===== config.mk =====
export PLATFORM = sky130hd
export DESIGN_NAME = integer_to_padded_ascii
export DESIGN_NICKNAME = d
export VERILOG_FILES = /design/src/sv/ipa_pkg.sv /design/src/sv/ipa_front.sv /design/src/sv/ipa_queue.sv /design/src/sv/ipa_back.sv /design/src/sv/integer_to_padded_ascii.sv
export SDC_FILE = /design/constraint.sdc
export NUM_CORES = 1
export LEC_CHECK = 0
export BUFFER_PORTS_ARGS = -buffer_cell sky130_fd_sc_hd__buf_2
export CAP_MARGIN = 20
export CORE_ASPECT_RATIO = 1.25
export CORE_MARGIN = 5
export CORE_UTILIZATION = 55
export CTS_CLUSTER_SIZE = 20
export DETAILED_ROUTE_END_ITERATION = 10
export GPL_ROUTABILITY_DRIVEN = 0
export PLACE_DENSITY = 0.72
export SLEW_MARGIN = 40
export SYNTH_ARGS = -nofsm -noshare
export SYNTH_HDL_FRONTEND = slang
export SYNTH_SLANG_ARGS = --single-unit

===== constraint.sdc =====
create_clock -name clk -period 6.4 [get_ports clk]
set_input_delay 0.64 -clock clk [delete_from_list [all_inputs] [get_ports clk]]
set_output_delay 0.64 -clock clk [all_outputs]
set_load 0.01 [all_outputs]

===== src/sv/ipa_pkg.sv =====
`timescale 1ns / 1ps
`default_nettype none
// ----------------------------------------------------------------------------
// ipa_pkg: shared types and constants for the padded ASCII integer formatter
// Job descriptor between front and back, state encodings, character codes.
// ----------------------------------------------------------------------------
package ipa_pkg;

  localparam int MAG_W       = 64;
  localparam int FW_W        = 6;
  localparam int MAX_WIDTH   = 63;
  localparam int DIGIT_SLOTS = 21;
  localparam int HEX_DIGITS  = MAG_W / 4;
  localparam int IDX_W       = $clog2(DIGIT_SLOTS);
  localparam int PAD_W       = $clog2(MAX_WIDTH + 1);
  localparam int CMP_W       = (PAD_W > FW_W) ? PAD_W : FW_W;

  localparam logic [7:0] CHAR_SPACE = 8'h20;
  localparam logic [7:0] CHAR_MINUS = 8'h2D;
  localparam logic [7:0] CHAR_ZERO  = 8'h30;
  localparam logic [7:0] CHAR_A     = 8'h41;

  typedef logic [DIGIT_SLOTS-1:0][3:0] digits_t;

  // One formatted number waiting for the back end
  typedef struct packed {
    digits_t          digits;
    logic [IDX_W-1:0] msd_idx;
    logic             negative;
    logic             zero_pad;
    logic             flush_left;
    logic [PAD_W-1:0] pad;
  } job_t;

  typedef struct packed {
    logic empty;
    logic full;
  } q_status_t;

  typedef enum logic [1:0] {
    F_IDLE,
    F_CONV,
    F_SCAN,
    F_PUSH
  } front_state_t;

  typedef enum logic [2:0] {
    B_IDLE,
    B_LEAD,
    B_SIGN,
    B_ZPAD,
    B_DIGITS,
    B_TRAIL
  } back_state_t;

  function automatic logic [7:0] digit_char(input logic [3:0] d);
    logic [7:0] c;
    if (d < 4'd10) begin
      c = CHAR_ZERO + {4'd0, d};
    end else begin
      c = CHAR_A + {4'd0, d} - 8'd10;
    end
    return c;
  endfunction

endpackage : ipa_pkg
`default_nettype wire


===== src/sv/ipa_front.sv =====
`timescale 1ns / 1ps
`default_nettype none
// ----------------------------------------------------------------------------
// ipa_front: item intake and digit extraction
// Double-dabble (two bits a cycle) for decimal, nibble split for hex, then a
// downward scan for the most significant digit and the pad count.
// ----------------------------------------------------------------------------
module ipa_front (
  input  wire logic                  clk,
  input  wire logic                  rst_n,
  input  wire logic                  start,
  output logic                       busy,
  input  wire logic [63:0]           in_magnitude,
  input  wire logic                  in_hex_mode,
  input  wire logic                  in_negative,
  input  wire logic [5:0]            in_field_width,
  input  wire logic                  in_zero_pad,
  input  wire logic                  in_flush_left,
  input  wire ipa_pkg::q_status_t    q_status,
  output logic                       q_push,
  output ipa_pkg::job_t              q_job
);
  import ipa_pkg::*;

  localparam int CONV_STEPS = MAG_W / 2;
  localparam int CONV_W     = $clog2(CONV_STEPS);

  front_state_t      state_r, state_nxt;
  logic [MAG_W-1:0]  mag_r, mag_nxt;
  digits_t           digits_r, digits_nxt;
  logic [CONV_W-1:0] conv_cnt_r, conv_cnt_nxt;
  logic [IDX_W-1:0]  scan_idx_r, scan_idx_nxt;
  logic              neg_r, neg_nxt;
  logic [FW_W-1:0]   fw_r, fw_nxt;
  logic              zpad_r, zpad_nxt;
  logic              left_r, left_nxt;

  logic [CMP_W-1:0]  width_sat;
  logic [CMP_W-1:0]  text_len;

  // one shift-and-correct step of binary to BCD
  function automatic digits_t dabble(input digits_t b, input logic bit_in);
    digits_t                      adj;
    logic [DIGIT_SLOTS*4-1:0]     v;
    for (int i = 0; i < DIGIT_SLOTS; i++) begin
      adj[i] = (b[i] >= 4'd5) ? b[i] + 4'd3 : b[i];
    end
    v = adj;
    v = {v[DIGIT_SLOTS*4-2:0], bit_in};
    return digits_t'(v);
  endfunction

  // next state
  always_comb begin
    state_nxt = state_r;
    case (state_r)
      F_IDLE: begin
        if (start) begin
          state_nxt = in_hex_mode ? F_SCAN : F_CONV;
        end
      end
      F_CONV: begin
        if (conv_cnt_r == CONV_W'(CONV_STEPS - 1)) begin
          state_nxt = F_SCAN;
        end
      end
      F_SCAN: begin
        if (digits_r[scan_idx_r] != 4'd0 || scan_idx_r == '0) begin
          state_nxt = F_PUSH;
        end
      end
      F_PUSH: begin
        if (!q_status.full) begin
          state_nxt = F_IDLE;
        end
      end
      default: state_nxt = F_IDLE;
    endcase
  end

  // datapath
  always_comb begin
    mag_nxt      = mag_r;
    digits_nxt   = digits_r;
    conv_cnt_nxt = conv_cnt_r;
    scan_idx_nxt = scan_idx_r;
    neg_nxt      = neg_r;
    fw_nxt       = fw_r;
    zpad_nxt     = zpad_r;
    left_nxt     = left_r;
    case (state_r)
      F_IDLE: begin
        if (start) begin
          mag_nxt      = in_magnitude;
          neg_nxt      = in_negative;
          fw_nxt       = in_field_width;
          zpad_nxt     = in_zero_pad;
          left_nxt     = in_flush_left;
          conv_cnt_nxt = '0;
          digits_nxt   = '0;
          if (in_hex_mode) begin
            for (int i = 0; i < HEX_DIGITS; i++) begin
              digits_nxt[i] = in_magnitude[i*4 +: 4];
            end
            scan_idx_nxt = IDX_W'(HEX_DIGITS - 1);
          end else begin
            scan_idx_nxt = IDX_W'(DIGIT_SLOTS - 1);
          end
        end
      end
      F_CONV: begin
        digits_nxt   = dabble(dabble(digits_r, mag_r[MAG_W-1]), mag_r[MAG_W-2]);
        mag_nxt      = {mag_r[MAG_W-3:0], 2'b00};
        conv_cnt_nxt = conv_cnt_r + 1'b1;
      end
      F_SCAN: begin
        if (digits_r[scan_idx_r] == 4'd0 && scan_idx_r != '0) begin
          scan_idx_nxt = scan_idx_r - 1'b1;
        end
      end
      default: begin
      end
    endcase
  end

  // width saturation and pad count
  always_comb begin
    width_sat = (CMP_W'(fw_r) > CMP_W'(MAX_WIDTH)) ? CMP_W'(MAX_WIDTH) : CMP_W'(fw_r);
    text_len  = CMP_W'(scan_idx_r) + CMP_W'(1) + CMP_W'(neg_r);
  end

  // outputs
  always_comb begin
    busy             = (state_r != F_IDLE);
    q_push           = (state_r == F_PUSH) && !q_status.full;
    q_job.digits     = digits_r;
    q_job.msd_idx    = scan_idx_r;
    q_job.negative   = neg_r;
    q_job.zero_pad   = zpad_r;
    q_job.flush_left = left_r;
    q_job.pad        = (width_sat > text_len) ? PAD_W'(width_sat - text_len) : '0;
  end

  always_ff @(posedge clk) begin
    if (!rst_n) begin
      state_r <= F_IDLE;
    end else begin
      state_r <= state_nxt;
    end
  end

  always_ff @(posedge clk) begin
    mag_r      <= mag_nxt;
    digits_r   <= digits_nxt;
    conv_cnt_r <= conv_cnt_nxt;
    scan_idx_r <= scan_idx_nxt;
    neg_r      <= neg_nxt;
    fw_r       <= fw_nxt;
    zpad_r     <= zpad_nxt;
    left_r     <= left_nxt;
  end

endmodule : ipa_front
`default_nettype wire


===== src/sv/ipa_queue.sv =====
`timescale 1ns / 1ps
`default_nettype none
// ----------------------------------------------------------------------------
// ipa_queue: two-entry job queue
// Decouples digit extraction from character output.
// ----------------------------------------------------------------------------
module ipa_queue (
  input  wire logic               clk,
  input  wire logic               rst_n,
  input  wire logic               push,
  input  wire ipa_pkg::job_t      push_job,
  input  wire logic               pop,
  output ipa_pkg::job_t           pop_job,
  output ipa_pkg::q_status_t      status
);
  import ipa_pkg::*;

  localparam int DEPTH = 2;
  localparam int PTR_W = $clog2(DEPTH);
  localparam int CNT_W = $clog2(DEPTH + 1);

  job_t             mem_r [DEPTH];
  logic [PTR_W-1:0] wr_ptr_r, wr_ptr_nxt;
  logic [PTR_W-1:0] rd_ptr_r, rd_ptr_nxt;
  logic [CNT_W-1:0] count_r, count_nxt;
  logic             do_push, do_pop;

  always_comb begin
    do_push      = push && (count_r != CNT_W'(DEPTH));
    do_pop       = pop && (count_r != '0);
    wr_ptr_nxt   = do_push ? wr_ptr_r + 1'b1 : wr_ptr_r;
    rd_ptr_nxt   = do_pop ? rd_ptr_r + 1'b1 : rd_ptr_r;
    count_nxt    = count_r + CNT_W'(do_push) - CNT_W'(do_pop);
    status.empty = (count_r == '0);
    status.full  = (count_r == CNT_W'(DEPTH));
    pop_job      = mem_r[rd_ptr_r];
  end

  always_ff @(posedge clk) begin
    if (!rst_n) begin
      wr_ptr_r <= '0;
      rd_ptr_r <= '0;
      count_r  <= '0;
    end else begin
      wr_ptr_r <= wr_ptr_nxt;
      rd_ptr_r <= rd_ptr_nxt;
      count_r  <= count_nxt;
    end
  end

  always_ff @(posedge clk) begin
    if (do_push) begin
      mem_r[wr_ptr_r] <= push_job;
    end
  end

endmodule : ipa_queue
`default_nettype wire


===== src/sv/ipa_back.sv =====
`timescale 1ns / 1ps
`default_nettype none
// ----------------------------------------------------------------------------
// ipa_back: character sequencer
// Walks lead pad, sign, zero pad, digits and trailing pad, one char a cycle.
// ----------------------------------------------------------------------------
module ipa_back (
  input  wire logic               clk,
  input  wire logic               rst_n,
  input  wire ipa_pkg::job_t      q_job,
  input  wire ipa_pkg::q_status_t q_status,
  output logic                    q_pop,
  output logic                    out_valid,
  output logic [7:0]              out_char,
  output logic                    out_last
);
  import ipa_pkg::*;

  back_state_t      state_r, state_nxt;
  job_t             job_r, job_nxt;
  logic [PAD_W-1:0] pad_cnt_r, pad_cnt_nxt;
  logic [IDX_W-1:0] dig_idx_r, dig_idx_nxt;

  logic             zpad_run;
  logic             trail_run;
  logic             pad_end;
  back_state_t      first_state;

  always_comb begin
    zpad_run  = !job_r.flush_left && job_r.zero_pad && (pad_cnt_r != '0);
    trail_run = job_r.flush_left && (pad_cnt_r != '0);
    pad_end   = (pad_cnt_r == PAD_W'(1));
    q_pop     = (state_r == B_IDLE) && !q_status.empty;

    if (q_job.flush_left) begin
      first_state = q_job.negative ? B_SIGN : B_DIGITS;
    end else if (!q_job.zero_pad && q_job.pad != '0) begin
      first_state = B_LEAD;
    end else if (q_job.negative) begin
      first_state = B_SIGN;
    end else if (q_job.zero_pad && q_job.pad != '0) begin
      first_state = B_ZPAD;
    end else begin
      first_state = B_DIGITS;
    end
  end

  // next state
  always_comb begin
    state_nxt = state_r;
    case (state_r)
      B_IDLE:   if (!q_status.empty) state_nxt = first_state;
      B_LEAD:   if (pad_end) state_nxt = job_r.negative ? B_SIGN : B_DIGITS;
      B_SIGN:   state_nxt = zpad_run ? B_ZPAD : B_DIGITS;
      B_ZPAD:   if (pad_end) state_nxt = B_DIGITS;
      B_DIGITS: if (dig_idx_r == '0) state_nxt = trail_run ? B_TRAIL : B_IDLE;
      B_TRAIL:  if (pad_end) state_nxt = B_IDLE;
      default:  state_nxt = B_IDLE;
    endcase
  end

  // counters and job register
  always_comb begin
    job_nxt     = job_r;
    pad_cnt_nxt = pad_cnt_r;
    dig_idx_nxt = dig_idx_r;
    case (state_r)
      B_IDLE: begin
        if (q_pop) begin
          job_nxt     = q_job;
          pad_cnt_nxt = q_job.pad;
          dig_idx_nxt = q_job.msd_idx;
        end
      end
      B_LEAD, B_ZPAD, B_TRAIL: pad_cnt_nxt = pad_cnt_r - 1'b1;
      B_DIGITS: if (dig_idx_r != '0) dig_idx_nxt = dig_idx_r - 1'b1;
      default: begin
      end
    endcase
  end

  // outputs
  always_comb begin
    out_valid = 1'b1;
    out_char  = CHAR_SPACE;
    out_last  = 1'b0;
    case (state_r)
      B_IDLE: begin
        out_valid = 1'b0;
      end
      B_LEAD: begin
        out_char = CHAR_SPACE;
      end
      B_SIGN: begin
        out_char = CHAR_MINUS;
      end
      B_ZPAD: begin
        out_char = CHAR_ZERO;
      end
      B_DIGITS: begin
        out_char = digit_char(job_r.digits[dig_idx_r]);
        out_last = (dig_idx_r == '0) && !trail_run;
      end
      B_TRAIL: begin
        out_char = CHAR_SPACE;
        out_last = pad_end;
      end
      default: begin
        out_valid = 1'b0;
      end
    endcase
  end

  always_ff @(posedge clk) begin
    if (!rst_n) begin
      state_r <= B_IDLE;
    end else begin
      state_r <= state_nxt;
    end
  end

  always_ff @(posedge clk) begin
    job_r     <= job_nxt;
    pad_cnt_r <= pad_cnt_nxt;
    dig_idx_r <= dig_idx_nxt;
  end

  a_last_ends_number : assert property (@(posedge clk) disable iff (!rst_n)
    out_last |=> !out_valid)
    else $error("character emitted straight after final character");

  a_sign_then_body : assert property (@(posedge clk) disable iff (!rst_n)
    (state_r == B_SIGN) |=> (state_r == B_ZPAD || state_r == B_DIGITS))
    else $error("sign not followed by zero pad or digits");

  a_pad_nonzero : assert property (@(posedge clk) disable iff (!rst_n)
    (state_r == B_LEAD || state_r == B_ZPAD || state_r == B_TRAIL) |-> pad_cnt_r != '0)
    else $error("pad run with empty pad count");

  a_pop_only_idle : assert property (@(posedge clk) disable iff (!rst_n)
    q_pop |=> state_r != B_IDLE)
    else $error("job taken but sequencer stayed idle");

endmodule : ipa_back
`default_nettype wire


===== src/sv/integer_to_padded_ascii.sv =====
`timescale 1ns / 1ps
`default_nettype none
// ----------------------------------------------------------------------------
// integer_to_padded_ascii: printf-style integer to padded ASCII text
// Formats a 64-bit magnitude in decimal or upper-case hex with sign and
// field-width padding, one character per output transfer.
// ----------------------------------------------------------------------------
// Usage:
//  - Input channel: drive in_* and raise start; the transfer happens on a
//    clock edge with start high and busy low.
//  - Output channel: out_valid marks each character for one cycle; out_last
//    flags the final character of a number. The receiver cannot stall, so
//    every strobed character is taken on that cycle.
//  - Front end: decimal conversion is double-dabble at two bits a cycle,
//    hex is a direct nibble split; a downward scan then finds the leading
//    digit, and the job is handed on from a push state. busy is high from
//    the accepting edge until the job is handed on, and longer while the
//    queue is full.
//  - Back end: one character a cycle, and it passes through its idle state
//    between numbers, where it takes the next job from the queue.
//  - A two-entry job queue between them lets the next number convert while
//    the previous one is still being sent.
//  - With the back end idle, a handed-on job passes the queue count register
//    and the back end's idle state before its first character. The slower
//    of the two ends sets the sustained rate per number.
//  - Reset clears both sequencers and the queue; nothing is kept between
//    numbers.
// ----------------------------------------------------------------------------
module integer_to_padded_ascii (
  input  wire logic        clk,
  input  wire logic        rst_n,
  input  wire logic        start,
  output logic             busy,
  input  wire logic [63:0] in_magnitude,
  input  wire logic        in_hex_mode,
  input  wire logic        in_negative,
  input  wire logic [5:0]  in_field_width,
  input  wire logic        in_zero_pad,
  input  wire logic        in_flush_left,
  output logic             out_valid,
  output logic [7:0]       out_char,
  output logic             out_last
);
  import ipa_pkg::*;

  // job hand-over between front and back
  job_t      push_job;
  job_t      pop_job;
  logic      q_push;
  logic      q_pop;
  q_status_t q_status;

  // front: accepts the transfer, extracts digits, works out the padding
  ipa_front u_front (
    .clk            (clk),
    .rst_n          (rst_n),
    .start          (start),
    .busy           (busy),
    .in_magnitude   (in_magnitude),
    .in_hex_mode    (in_hex_mode),
    .in_negative    (in_negative),
    .in_field_width (in_field_width),
    .in_zero_pad    (in_zero_pad),
    .in_flush_left  (in_flush_left),
    .q_status       (q_status),
    .q_push         (q_push),
    .q_job          (push_job)
  );

  // short queue so either side can wait independently
  ipa_queue u_queue (
    .clk      (clk),
    .rst_n    (rst_n),
    .push     (q_push),
    .push_job (push_job),
    .pop      (q_pop),
    .pop_job  (pop_job),
    .status   (q_status)
  );

  // back: streams the characters out
  ipa_back u_back (
    .clk       (clk),
    .rst_n     (rst_n),
    .q_job     (pop_job),
    .q_status  (q_status),
    .q_pop     (q_pop),
    .out_valid (out_valid),
    .out_char  (out_char),
    .out_last  (out_last)
  );

endmodule : integer_to_padded_ascii
`default_nettype wire

==> Yosys cells after proc, flatten, opt, wreduce, memory -nomap -nowiden <==
Memory sizes are Yosys's and may differ from the RTL's. A register that Yosys moved wholly into a read port is not among the register bits.
Cells that the tools add are included.
{ "op_classes": {"add_sub_neg": 56, "order_cmp": 47, "eq_ne": 24, "muxes": 92, "n_reduce_logical": 44} }
{ "ops": {"columns": ["op", "n"], "rows": [
  ["$ge 4x3->1 const B", 42],
  ["$mux 4", 42],
  ["$pmux 84 s2", 1],
  ["$add 4x2->4 const B", 40],
  ["$mux 64", 2],
  ["$pmux 64 s2", 1],
  ["$mux 84", 1],
  ["$mux 3", 15],
  ["$bmux 4 s5", 2],
  ["$mux 5", 6],
  ["$pmux 5 s2", 3],
  ["$pmux 8 s3", 1],
  ["$mux 6", 3],
  ["$pmux 3 s6", 1],
  ["$ne 2x1->1 const B", 8],
  ["$lt 5x6->1 const B", 2],
  ["$pmux 6 s2", 1],
  ["$reduce_bool 2->1", 6],
  ["$reduce_bool 6->1", 2],
  ["$logic_and 1x1->1", 11],
  ["$logic_not 5->1", 2],
  ["$mux 2", 5],
  ["$ne 2x2->1 const B", 5],
  ["$reduce_bool 5->1", 2],
  ["other kinds (39)", 59]
]} }
{ "word_totals": {"reg_bits": 274, "ram_bits": 196, "inputBits": 77, "wordCells": 323, "memories": 1} }
{ "mem_list": {"columns": ["name", "words", "word_bits", "rd", "rd_clocked_by_memory_dff", "wr", "line", "source"], "rows": [
  ["u_queue.mem_r", 2, 98, 1, 1, 1, "ipa_queue.sv:22", "job_t mem_r [DEPTH];"]
]} }

==> Logic depth before layout (Yosys ltp) <==
Gate-level depths: netlist of run 1.
{ "depth": {"depth_word": 8, "depth_mapped": 14, "mapped_depth_nobuf": 13} }

==> Cells and area by module <==
From an unflattened synthesis of run 1, not the netlist that was laid out.
{ "unflattened": {"hier_cells": 1739, "hier_area_um2": 23814.1} }
{ "by_module_without_submodules": {"columns": ["mod", "n_inst", "cells_each", "area_per_inst_um2", "seq_area_each_um2"], "rows": [
  ["ipa_front", 1, 1094, 11866.4, 5054.8],
  ["ipa_queue", 1, 332, 7378.3, 5985.7],
  ["ipa_back", 1, 313, 4569.4, 3002.9]
]} }

==> Least setup slack after synthesis of run 1 <==
No wires, ideal clock.
{ "synth_path": {"path_kind": "reg2reg", "startpoint": "reg u_front.state_r[0]", "endpoint": "mem u_queue.mem_r[0][0] in the netlist's numbering, enable pin", "arrival_ps": 4744, "slack_ps": 1099, "stages_incl_launch_ff": 4, "period_less_slack_ps": 5301, "cell_sequence": "dfxtp_1 ha_1 nand2_1 nor2_1"} }
{ "synth_between": {"elab_chain_len": 5} }
{ "synth_rtl": {"columns": ["item", "line", "source"], "rows": [
  ["start, declared", "ipa_front.sv:28", "front_state_t state_r, state_nxt;"],
  ["start signal, assigned", "ipa_front.sv:148", "state_r <= state_nxt;"],
  ["$eq 2x2->1", "ipa_front.sv:135", "q_push = (state_r == F_PUSH) && !q_status.full;"],
  ["$logic_and 1x1->1", "ipa_front.sv:135", null],
  ["$logic_and 1x1->1", "ipa_queue.sv:29", "do_push = push && (count_r != CNT_W'(DEPTH));"],
  ["$mux 1", "ipa_queue.sv:52", "if (do_push) begin"],
  ["$mux 1 (implied by the code)", "ipa_queue.sv:53", "mem_r[wr_ptr_r] <= push_job;"],
  ["end, declared", "ipa_queue.sv:22", null]
]} }
Every way passes these cells.

==> Worst setup path after layout of run 1 <==
{ "layout_path": {"startpoint": "reg u_back.dig_idx_r[1]", "endpoint": "out out_char[1]"} }
{ "layout_between": {"elab_chain_len": 6, "elab_cells_between_ends": 8, "cone_classes": "add/sub (3); order compare (1); mux (4)"} }
{ "layout_rtl": {"columns": ["item", "line", "source"], "rows": [
  ["start, declared", "ipa_back.sv:22", "logic [IDX_W-1:0] dig_idx_r, dig_idx_nxt;"],
  ["start signal, assigned", "ipa_back.sv:125", "dig_idx_r <= dig_idx_nxt;"],
  ["$bmux 4 s5 *", "ipa_back.sv:101", "out_char = digit_char(job_r.digits[dig_idx_r]);"],
  ["$mux 4 (implied by the code) *", "ipa_back.sv:101", null],
  ["$add 7x4->8", "ipa_pkg.sv:61", "c = CHAR_A + {4'd0, d} - 8'd10;"],
  ["$sub 8x4->8", "ipa_pkg.sv:61", null],
  ["$mux 8 *", "ipa_pkg.sv:58", "if (d < 4'd10) begin"],
  ["$pmux 8 s3 *", "ipa_back.sv:87", "case (state_r)"],
  ["end, declared", "integer_to_padded_ascii.sv:41", "output logic [7:0] out_char,"]
]} }
Every way passes the cells marked *; elsewhere a longest branch is shown, timed or not. The select of a mux whose other input is x is not followed.

==> run summary, run 1 <==
Syn. warnings: 0
clock tree buffer depth: 3
number of flops mapped to enable cells by yosys: 461
ant diodes: 0
Worst-Skew Late Latency: 560 ps
share of post-route cells with drive strength above 1: 20.66%
status: finished clean
number of instances in the placed design: 2,299
FF/Latch Area: 14,050 um^2
final std cells w/o fill: 2,384
drt first-iter violations: 954
min cycle time layout: 3772 ps
largest net degree at the start of global routing: 91
critical setup path kind: reg -> out
first-pass GRT wire length: 74,540 um
CP Launch Point: u_back.dig_idx_r[1]
Post-Route WL: 47,630 um
Yosys cell types: 59
Die Y: 240.8 um
Post-CTS Resized: 0
pwr/cell area: 571.9 nW/um^2
area taken by multi-input logic gates: 8740 um^2
CP required: 5760 ps
startpoint types: register
detailed placement HPWL: 32,750 um
CTS hold repair buffers: 0
Initial Util: 55.60%
Via density: 5.768
I/O Buffers: 86
R2R Setup Slk: 2870 ps
Synthesized Nets: 1,891
Critical Path AT: 3130 ps
RSZ-0062 raised after global routing: no
Mapped Cells: 1,707
Placed Area: 24,450 um^2
sequential area share after synthesis: 59.93%
Die X: 194.6 um
Reg2Reg Depth: 13
setup TNS: 0 ps
CTS H-Tree Depth: 2
remaining antenna violation count: 0
number of global-route vias before repair: 13,780
design area: 25,910 um^2
initial antenna violation count: 1
Critical Path Sink: out_char[1]
setup ws final: 2628 ps
Setup Buffers After CTS: 0
MaxCap Viol Count: 0
total global-route track usage: 20.05%
Final Cycle Share: 58.93%
TritonCTS Buffers: 46
Max Clock Skew: 12.25 ps
hold crit path type: in -> reg
Slew Viols, Final: 0
# clock sinks: 471
Util after Layout: 61.49%
VDD IR max: 0.2960 mV
router iterations before antenna repair: 5
via count: 13,750
synthesized area per cell: 13.73 um^2
Die Area: 46,860 um^2
Setup violations, final: 0
routed len/inst: 19.98 um
total gr overflow: 0
worst slew pin tran: 828.4 ps
Fillers: 3,128
area grow syn2layout: 10.59%
synthesized area: 23,430 um^2
reg-to-reg endpoint: u_queue.mem_r[1][4]
Post-Place Worst Slack: 2970 ps
CTS tree: done
Leakage Power: 9.454 nW
root buf cell: clkbuf_16
Async SR Flop Fraction: 0%
Ports: 88
Fmax: 0.2651 GHz
CORE AREA: 42,150 um^2
Final Hold Fails: 0
Setup crit end kind: output port
# DRC: 0
FP Rows: 84
Slew HR: 44.26%
Synth Flop Type: edfxtp_1
R2R Path Start: u_front.scan_idx_r[0]
fin nets: 1,974
Yosys reg bits: 471
CP Max Fanout: 19
clk slew on worst S/H paths: 60 ps
[cell usage after synthesis, drive strengths merged (37+ instances only)]
master	count	area share (%)
o21ai	73	1.6
mux2	177	8.5
nor2	76	1.2
mux2i	64	2.7
a22o	64	2.4
xnor2	52	1.9
inv	114	1.8
nand2	57	0.91
nor3b	37	1.2
ha	106	5.7
clkbuf	49	0.78
a21oi	95	2.0
edfxtp	461	59
[metrics by stage]
step / hold WS, ps / total power (W)
global route: 257.6 / 0.01588
finish: 270.5 / 0.01482
detailed placement: 438.7 / 0.01228
CTS: 246.2 / 0.01490
floorplan: 421.5 / 0.01066
global placement: 424.9 / 0.01192
[layout by cell type, fill, tap and decap left out, types with 5 or more instances in the layout]
master,count
a211oi_1,14
a21oi_1,95
a221oi_1,5
a22o_1,64
a31oi_1,6
and2_1,28
buf_2,86
buf_4,6
clkbuf_1,5
clkbuf_16,47
clkinv_1,14
clkinv_2,11
dfxtp_1,9
edfxtp_1,461
ha_1,105
inv_1,113
mux2_2,177
mux2i_1,64
mux4_2,19
nand2_1,57
nand2b_1,35
nor2_1,73
nor2b_1,34
nor3_1,17
nor3b_1,37
nor4_1,9
o21a_1,21
o21ai_0,71
o22ai_1,7
xnor2_1,52
xor2_1,10
[report_power, final]
| part | internal (W) | total [W] | switching [W] |
|---|---|---|---|
| logic | 0.00286 | 0.00639 | 0.00353 |
| registers | 0.00491 | 0.00586 | 0.000948 |
| clock network | 0.00146 | 0.00257 | 0.00112 |
| total | 0.00923 | 0.0148 | 0.00559 |
[registers in the layout (all words and copies together), names as in the netlist, named ones only]
| register | count |
|---|---|
| u_front.left_r | 1 |
| u_front.mag_r | 64 |
| u_front.scan_idx_r | 5 |
| u_back.job_r | 87 |
| u_front.state_r | 2 |
| u_front.zpad_r | 1 |
| u_back.state_r | 3 |
| u_queue.wr_ptr_r | 1 |
| u_front.q_job | 84 |
| u_back.pad_cnt_r | 6 |
| u_front.neg_r | 1 |
| u_queue.rd_ptr_r | 1 |
| u_back.dig_idx_r | 5 |
| u_queue.mem_r | 196 |
| u_front.fw_r | 6 |
| u_front.conv_cnt_r | 5 |
| u_queue.count_r | 2 |
[worst min-delay path by stage]
| stage | cells past startpoint | start | to |
|---|---|---|---|
| 3_3_place_gp | 0 | u_front.left_r | u_queue.mem_r[0][6] |
| 3_5_place_dp | 0 | u_front.left_r | u_queue.mem_r[1][6] |
| 5_1_grt | 1 | in_field_width[5] | u_front.fw_r[5] |
| 6_report | 1 | in_field_width[5] | u_front.fw_r[5] |
| 2_1_floorplan | 0 | u_front.left_r | u_queue.mem_r[0][6] |
| 4_1_cts | 1 | in_field_width[5] | u_front.fw_r[5] |
[layout make-up]
class / count / area share [%]
multi-input combinational: 1058 / 33.72
clock buffer: 52 / 4.611
timing repair buffer: 99 / 2.240
tap: 559 / 2.699
sequential: 471 / 54.21
clock inverter: 31 / 0.8642
inverter: 114 / 1.656
[per-layer routing]
metal | track usage [%] | up-vias | wire [um]
met5 | 0 | - | 13
met4 | 6.351 | 2 | 1378
met3 | 2.890 | 84 | 2534
met2 | 35.25 | 342 | 24020
met1 | 26.01 | 6737 | 19680
li1 | - | 6585 | -
[logic make-up (layout without fill, tap and decap cells)]
logic type               Yosys count  after routing  share of synthesized area [%]
AO/OA/AOI/OAI                    312            312                          8.698
XOR/XNOR                          62             62                          2.317
AND/OR/NAND/NOR                  316            316                          7.165
multiplexers                     260            260                          13.07
buffers and inverters            178            296                          3.065
flip-flops                       471            471                          59.93
other                              1              1                        0.01600
adder cells (fa/ha/maj)          107            107                          5.745
[critical path, stage by stage (launching register included)]
cell	delay (ps)
edfxtp_1	820
mux4_2	580
o21ai_0	200
o311a_4	280
ha_1	240
a221oi_1	280
buf_2	180
(Power assumes the default switching activity.)
==> run 2: changes to the inputs <==
Settings changed: ABC_AREA set to 1, PLACE_DENSITY 0.72 to 0.75.
Clock period 6.4 ns to 3.4 ns, I/O delays scaled along.
==> run 2 against run 1 <==
Register-to-register slack worse by 2500 ps. Non-clock buffer count is 20 higher. Power is 98% higher. Wire length is 17% higher. First-iteration DRC count is 58% higher. Cell area is 1.7% higher. Largest power group unchanged.
==> run summary, run 2 <==
# clock sinks: 471 (unchanged)
Initial Util: 55.72% (+0.12 points)
Async SR Flop Fraction: 0% (unchanged)
CTS H-Tree Depth: 2 (unchanged)
total global-route track usage: 23.30% (+3.3 points)
total gr overflow: 0 (unchanged)
drt first-iter violations: 1,507 (+58%)
fin nets: 2,682 (+36%)
final std cells w/o fill: 3,093 (+30%)
remaining antenna violation count: 0 (unchanged)
via count: 17,170 (+25%)
TritonCTS Buffers: 47 (+2.2%)
critical setup path kind: reg -> out
FF/Latch Area: 14,050 um^2 (unchanged)
# DRC: 0 (unchanged)
Placed Area: 24,570 um^2 (+0.50%)
Fin Hold WS: 40.25 ps (-230.2 ps)
crit-path cells: buf_6 -> nor2_1 -> nor2_1 -> o21ai_0 -> o211ai_1 -> nand3_1 -> nand2_1 -> nand2_1 -> nand2_1 -> inv_1 -> ha_1 -> nand3_1 -> inv_1 -> nor2_1 -> o21bai_2 -> buf_2
Via density: 5.552 (-3.7%)
R2R Setup Slk: 400 ps (-2470 ps)
FP Rows: 84 (unchanged)
Slew Viols, Final: 0 (unchanged)
simple-gate share of the synthesized area: 17.20% (+10 points)
synthesized area per cell: 9.777 um^2 (-29%)
Fmax: 0.3175 GHz
root buf cell: clkbuf_16
post-synthesis mux area share: 0% (-13 points)
main combinational cell family by area after synthesis: simple AND/OR/NAND/NOR gates
first-pass GRT wire length: 87,820 um (+18%)
detailed placement HPWL: 37,600 um (+15%)
synthesized area: 23,540 um^2 (+0.47%)
setup TNS: 0 ps (unchanged)
commonest cells after routing, fill and taps aside: nand2_1 (720), edfxtp_1 (461), o21ai_0 (230)
area taken by multi-input logic gates: 8285 um^2 (-5.2%)
number of flops mapped to enable cells by yosys: 461 (unchanged)
MaxCap Viol Count: 0 (unchanged)
max FFs per register: 196 (unchanged)
sequential area share after synthesis: 59.65% (-0.28 points)
number of global-route vias before repair: 16,970 (+23%)
Slew HR: 48.36% (+4.1 points)
Setup Buffers After CTS: 0 (unchanged)
Leakage Power: 11.04 nW (+17%)
Synth Flop Type: edfxtp_1
hold path cells: 3 (+2)
overall power: 0.02941 W (+98%)
Synth top area share: 58.80% (-0.28 points)
register with the most flip-flops: u_queue.mem_r
Worst-Skew Late Latency: 590 ps (+30 ps)
commonest non-fill, non-tap cell in the layout: nand2_1
Final Hold Fails: 0 (unchanged)
Die X: 195.1 um (+0.22%)
pwr/cell area: 1116 nW/um^2 (+95%)
Worst path max stage delay: 410 ps (-410 ps)
Synth Area in Compound Gates: 9.810% (+1.1 points)
startpoint types: register
Synth Area in XOR/XNOR: 2.232% (-0.085 points)
clk slew on worst S/H paths: 60 ps (about the same)
largest net degree at the start of global routing: 154 (+69%)
Fillers: 3,294 (+5.3%)
CP required: 3060 ps (-2700 ps)
Final Cycle Share: 92.63%
Mapped Cells: 2,408 (+41%)
number of instances in the placed design: 2,998 (+30%)
Synth area leader: edfxtp_1
routed len/inst: 17.98 um (-10%)
most common cell in the synthesized netlist: nand2_1
top cells by area, synth: edfxtp_1 (59%), nand2_1 (11%), ha_1 (5.6%), o21ai_0 (4.9%), inv_1 (3.7%)
design area: 26,340 um^2 (+1.7%)
share of post-route cells with drive strength above 1: 8.603% (-12 points)
hold crit path type: in -> reg
clock tree buffer depth: 3 (unchanged)
Reg2Reg Depth: 14 (+1)
status: finished clean
Max Clock Skew: 16.78 ps (+4.533 ps)
Commonest cells post-synth: nand2_1 (720), edfxtp_1 (461), o21ai_0 (231)
min cycle time layout: 3149 ps
Yosys cell types: 52 (-12%)
Post-Synth Adder-Cell Area: 5.718% (-0.027 points)
router iterations before antenna repair: 5 (unchanged)
Post-Route WL: 55,600 um (+17%)
initial antenna violation count: 0 (-1)
Synthesized Nets: 2,592 (+37%)
Die Y: 241.3 um (+0.22%)
Syn. warnings: 0 (unchanged)
I/O Buffers: 86 (unchanged)
Yosys reg bits: 471 (unchanged)
Critical Path AT: 2810 ps (-320 ps)
Critical-path top delay cell: edfxtp_1
RSZ-0062 raised after global routing: no
ant diodes: 0 (unchanged)
worst slew pin tran: 774.6 ps (-53.78 ps)
CTS tree: done
CORE AREA: 42,250 um^2 (+0.25%)
Setup crit end kind: output port
Die Area: 47,070 um^2 (+0.45%)
CP Max Fanout: 41 (+22)
area grow syn2layout: 11.89%
VDD IR max: 0.6247 mV (+110%)
Setup violations, final: 0 (unchanged)
Ports: 88 (unchanged)
[run 2: cell count changes in the layout (fill, tap and decap cells not counted), moves of 37 or more]
cell	delta
o21ai_0	+159
xnor2_1	-39
xor2_1	+37
nor2_1	+118
nand3_1	+73
nand2_1	+663
mux2i_1	-64
a22o_1	-63
inv_1	+115
mux2_2	-177
[run 2: kinds of logic (layout without fill, tap and decap cells)]
kind of cell / after synthesis / in the layout
AO/OA/AOI/OAI: 426 / 426
XOR/XNOR: 60 / 60
adder cells (fa/ha/maj): 107 / 107
buffers and inverters: 315 / 441
flip-flops: 471 / 471
other: 1 / 1
AND/OR/NAND/NOR: 1028 / 1028
[run 2: worst max-delay path: cells and delay by family (launching register included)]
family | cells | cell delay [ps]
fa+ha+maj | 1 | 190
buf+inv | 4 | 570
flops | 1 | 410
simple gates | 8 | 770
compound gates | 3 | 260
[run 2: routing by layer]
layer | GRT usage (%) | up-vias | part of all wire [%]
met5 | 0 | - | 0
li1 | - | 8267 | -
met3 | 2.963 | 147 | 6.6
met1 | 29.16 | 8075 | 39
met2 | 40.01 | 683 | 49
met4 | 12.28 | 0 | 5.5
[run 2: repair_timing]
| action | 4_1_cts | 5_1_grt |
|---|---|---|
| gates resized for setup | 0 | 3 |
| endpoints found under the setup margin | 0 | 3 |
| hold buffers | 9 | 0 |
| hold endpoints to repair | 9 | 0 |
[run 2: area by class of cell]
cell class | instances | area share, %
clock buffer | 54 | 4.726
sequential | 471 | 53.32
inverter | 237 | 3.396
tap | 559 | 2.655
clock inverter | 31 | 1.529
timing repair buffer | 119 | 2.921
multi-input combinational | 1622 | 31.45
[run 2: where the power goes]
group | internal (W) | total, W | switching, W
Clock | 0.00338 | 0.00559 | 0.00221
Sequential | 0.00941 | 0.0109 | 0.00152
Combinational | 0.00409 | 0.0129 | 0.00880
[run 2: path summary, 6_finish.rpt]
| check | end | from |
|---|---|---|
| hold reg to reg | register | u_queue.rd_ptr_r |
| setup / recovery | out_char[4] | u_back.dig_idx_r[0] |
| setup reg to reg | u_front.q_job[43] | u_front.q_job[38] |
| hold / removal | u_front.mag_r[40] | in_magnitude[40] |
[run 2: stage by stage]
stage                     utilization, %  worst slack [ps]
after global routing               62.35             33.73
after CTS                          62.27             128.3
after global placement             58.14             736.2
final                              62.35             250.6
after floorplan                        -            -416.3
after detailed placement           58.16             588.4
==> run 3: changes to the inputs <==
Settings changed: BUFFER_PORTS_ARGS -buffer_cell sky130_fd_sc_hd__buf_2 to not set, CELL_PAD_IN_SITES_DETAIL_PLACEMENT set to 1, CELL_PAD_IN_SITES_GLOBAL_PLACEMENT set to 1, CORE_UTILIZATION 55 to 46, DONT_BUFFER_PORTS set to 1, PLACE_DENSITY 0.75 to not set, PLACE_DENSITY_LB_ADDON set to 0.1.
==> run 3 against run 2 <==
Die area up 19%. Clock skew up 6.4 ps. Sequential share of layout area down 0.89 points. Power up 2.6%. Via count up 0.12%. Global-route usage down 0.68 points. Clock power up 3.9%. Non-clock buffer count down 21. Core utilization down 9.3 points. Combinational power up 5%. Register-to-register slack better by 200 ps. First-iteration DRC count down 23%. Largest cell class unchanged. Highest routed layer unchanged.
==> run summary, run 3 (synthesis results as in run 2) <==
status: finished clean
Slew HR: 46.80% (-1.6 points)
min cycle time layout: 3162 ps (+12.28 ps)
ant diodes: 0 (unchanged)
setup ws final: 238.3 ps (-12.28 ps)
Worst-Skew Late Latency: 600 ps (about the same)
Fmax: 0.3163 GHz (-0.39%)
CORE AREA: 50,530 um^2 (+20%)
Initial Util: 46.59% (-9.1 points)
CP Max Fanout: 17 (-59%)
hold_sp: in_magnitude[4]
Die Y: 262.9 um (+9.0%)
first-pass GRT wire length: 99,820 um (+14%)
total global-route track usage: 22.62% (-0.68 points)
Final Hold Fails: 0 (unchanged)
largest net degree at the start of global routing: 100 (-35%)
Post-Place Worst Slack: 623.3 ps (+34.93 ps)
hold path cells: 2 (-1)
share of post-route cells with drive strength above 1: 5.759% (-2.8 points)
area grow syn2layout: 13.80%
Max Clock Skew: 23.15 ps (+6.366 ps)
Die X: 212.4 um (+8.9%)
CTS tree: done
reg-to-reg endpoint: u_front.q_job[56]
# DRC: 0 (unchanged)
Critical Path AT: 2820 ps (about the same)
I/O Buffers: 0 (-100%)
Setup crit end kind: output port
TritonCTS Buffers: 49 (+4.3%)
Worst Hold End: u_front.mag_r[4]
initial antenna violation count: 0 (unchanged)
total gr overflow: 0 (unchanged)
clk slew on worst S/H paths: 60 ps (about the same)
detailed placement HPWL: 44,300 um (+18%)
MaxCap Viol Count: 0 (unchanged)
final std cells w/o fill: 3,176 (+2.7%)
CP required: 3060 ps (about the same)
Reg2Reg Depth: 14 (unchanged)
Ports: 88 (unchanged)
R2R Path Start: u_front.q_job[55]
Die Area: 55,840 um^2 (+19%)
Placed Area: 24,340 um^2 (-0.95%)
via count: 17,190 (+0.12%)
register with the most flip-flops: u_queue.mem_r
root buf cell: clkbuf_16
Final Cycle Share: 92.99% (+0.36 points)
remaining antenna violation count: 0 (unchanged)
R2R Setup Slk: 600 ps (+200 ps)
RSZ-0062 raised after global routing: no
Setup violations, final: 0 (unchanged)
CTS H-Tree Depth: 2 (unchanged)
FP Rows: 92 (+9.5%)
number of instances in the placed design: 3,015 (+0.57%)
commonest non-fill, non-tap cell in the layout: nand2_1
router iterations before antenna repair: 5 (unchanged)
commonest cells after routing, fill and taps aside: nand2_1 (720), edfxtp_1 (461), o21ai_0 (230)
worst slew pin tran: 798.0 ps (+23.42 ps)
design area: 26,790 um^2 (+1.7%)
startpoint types: register
routed len/inst: 20.32 um (+13%)
hold crit path type: in -> reg
Slew Viols, Final: 0 (unchanged)
number of global-route vias before repair: 18,170 (+7.1%)
# clock sinks: 471 (unchanged)
clock tree buffer depth: 3 (unchanged)
Fin Hold WS: 39.31 ps (-0.9466 ps)
Via density: 5.413 (-2.5%)
pwr/cell area: 1127 nW/um^2 (+0.93%)
max FFs per register: 196 (unchanged)
Leakage Power: 11.01 nW (-0.32%)
VDD IR max: 0.5041 mV (-19%)
drt first-iter violations: 1,163 (-23%)
fin nets: 2,663 (-0.71%)
Post-Route WL: 64,550 um (+16%)
critical setup path kind: reg -> out
## run 3: per-layer routing
layer	up-vias	track usage [%]	wire (um)
li1	8231	-	-
met1	8527	28.78	27520
met2	331	40.55	32770
met3	103	2.412	2337
met4	0	6.870	1914
met5	-	0	0
## run 3: how the worst max path moves through the flow
stage / startpoint / end / cells past startpoint
6_report: u_back.dig_idx_r[1] / out_char[1] / 13
5_1_grt: u_back.dig_idx_r[0] / out_char[1] / 15
4_1_cts: u_back.dig_idx_r[0] / out_char[1] / 13
3_5_place_dp: u_front.q_job[38] / u_front.q_job[43] / 14
3_3_place_gp: u_front.q_job[38] / u_front.q_job[43] / 14
2_1_floorplan: u_front.state_r[1] / u_front.conv_cnt_r[0] / 6
## run 3: metrics by stage
step | setup TNS, ps | utilization, % | total power, W
floorplan | -63690 | - | 0.01996
global placement | 0 | 48.16 | 0.02340
detailed placement | 0 | 48.16 | 0.02429
CTS | 0 | 52.91 | 0.03038
global route | 0 | 53.02 | 0.03253
finish | 0 | 53.02 | 0.03019
## run 3: final cells by class
cell class              count  area [um^2]
multi-input cells        1622         8285
fillers                  5574        23740
clock inverters            37        444.2
well taps                 658        823.3
repair buffers             98         1011
flip-flops and latches    471        14050
inverters                 237        897.1
clock buffers              53         1284
## run 3: report_power, final
part / internal, W / total [W] / switching (W)
sequential: 0.00941 / 0.0108 / 0.00144
clock: 0.00348 / 0.00581 / 0.00233
combinational: 0.00417 / 0.0135 / 0.00935
total: 0.0171 / 0.0302 / 0.0131
## run 3: critical path, stage by stage (launching register included)
cell	delay, ps
edfxtp_1	510
buf_4	300
o21ai_0	120
o211ai_1	180
nand3_1	110
nand2_1	80
nand2_1	50
nand2_1	150
inv_1	80
ha_1	280
nand3_1	80
nand2_1	60
nor2_1	90
buf_4	140
## run 3: what timing repair did
| item | CTS | global route |
|---|---|---|
| setup endpoints to repair | 0 | 4 |
| buffers inserted | 0 | 3 |
| hold buffers | 67 | 0 |
| hold endpoints to repair | 77 | 0 |
| gates resized for setup | 0 | 7 |
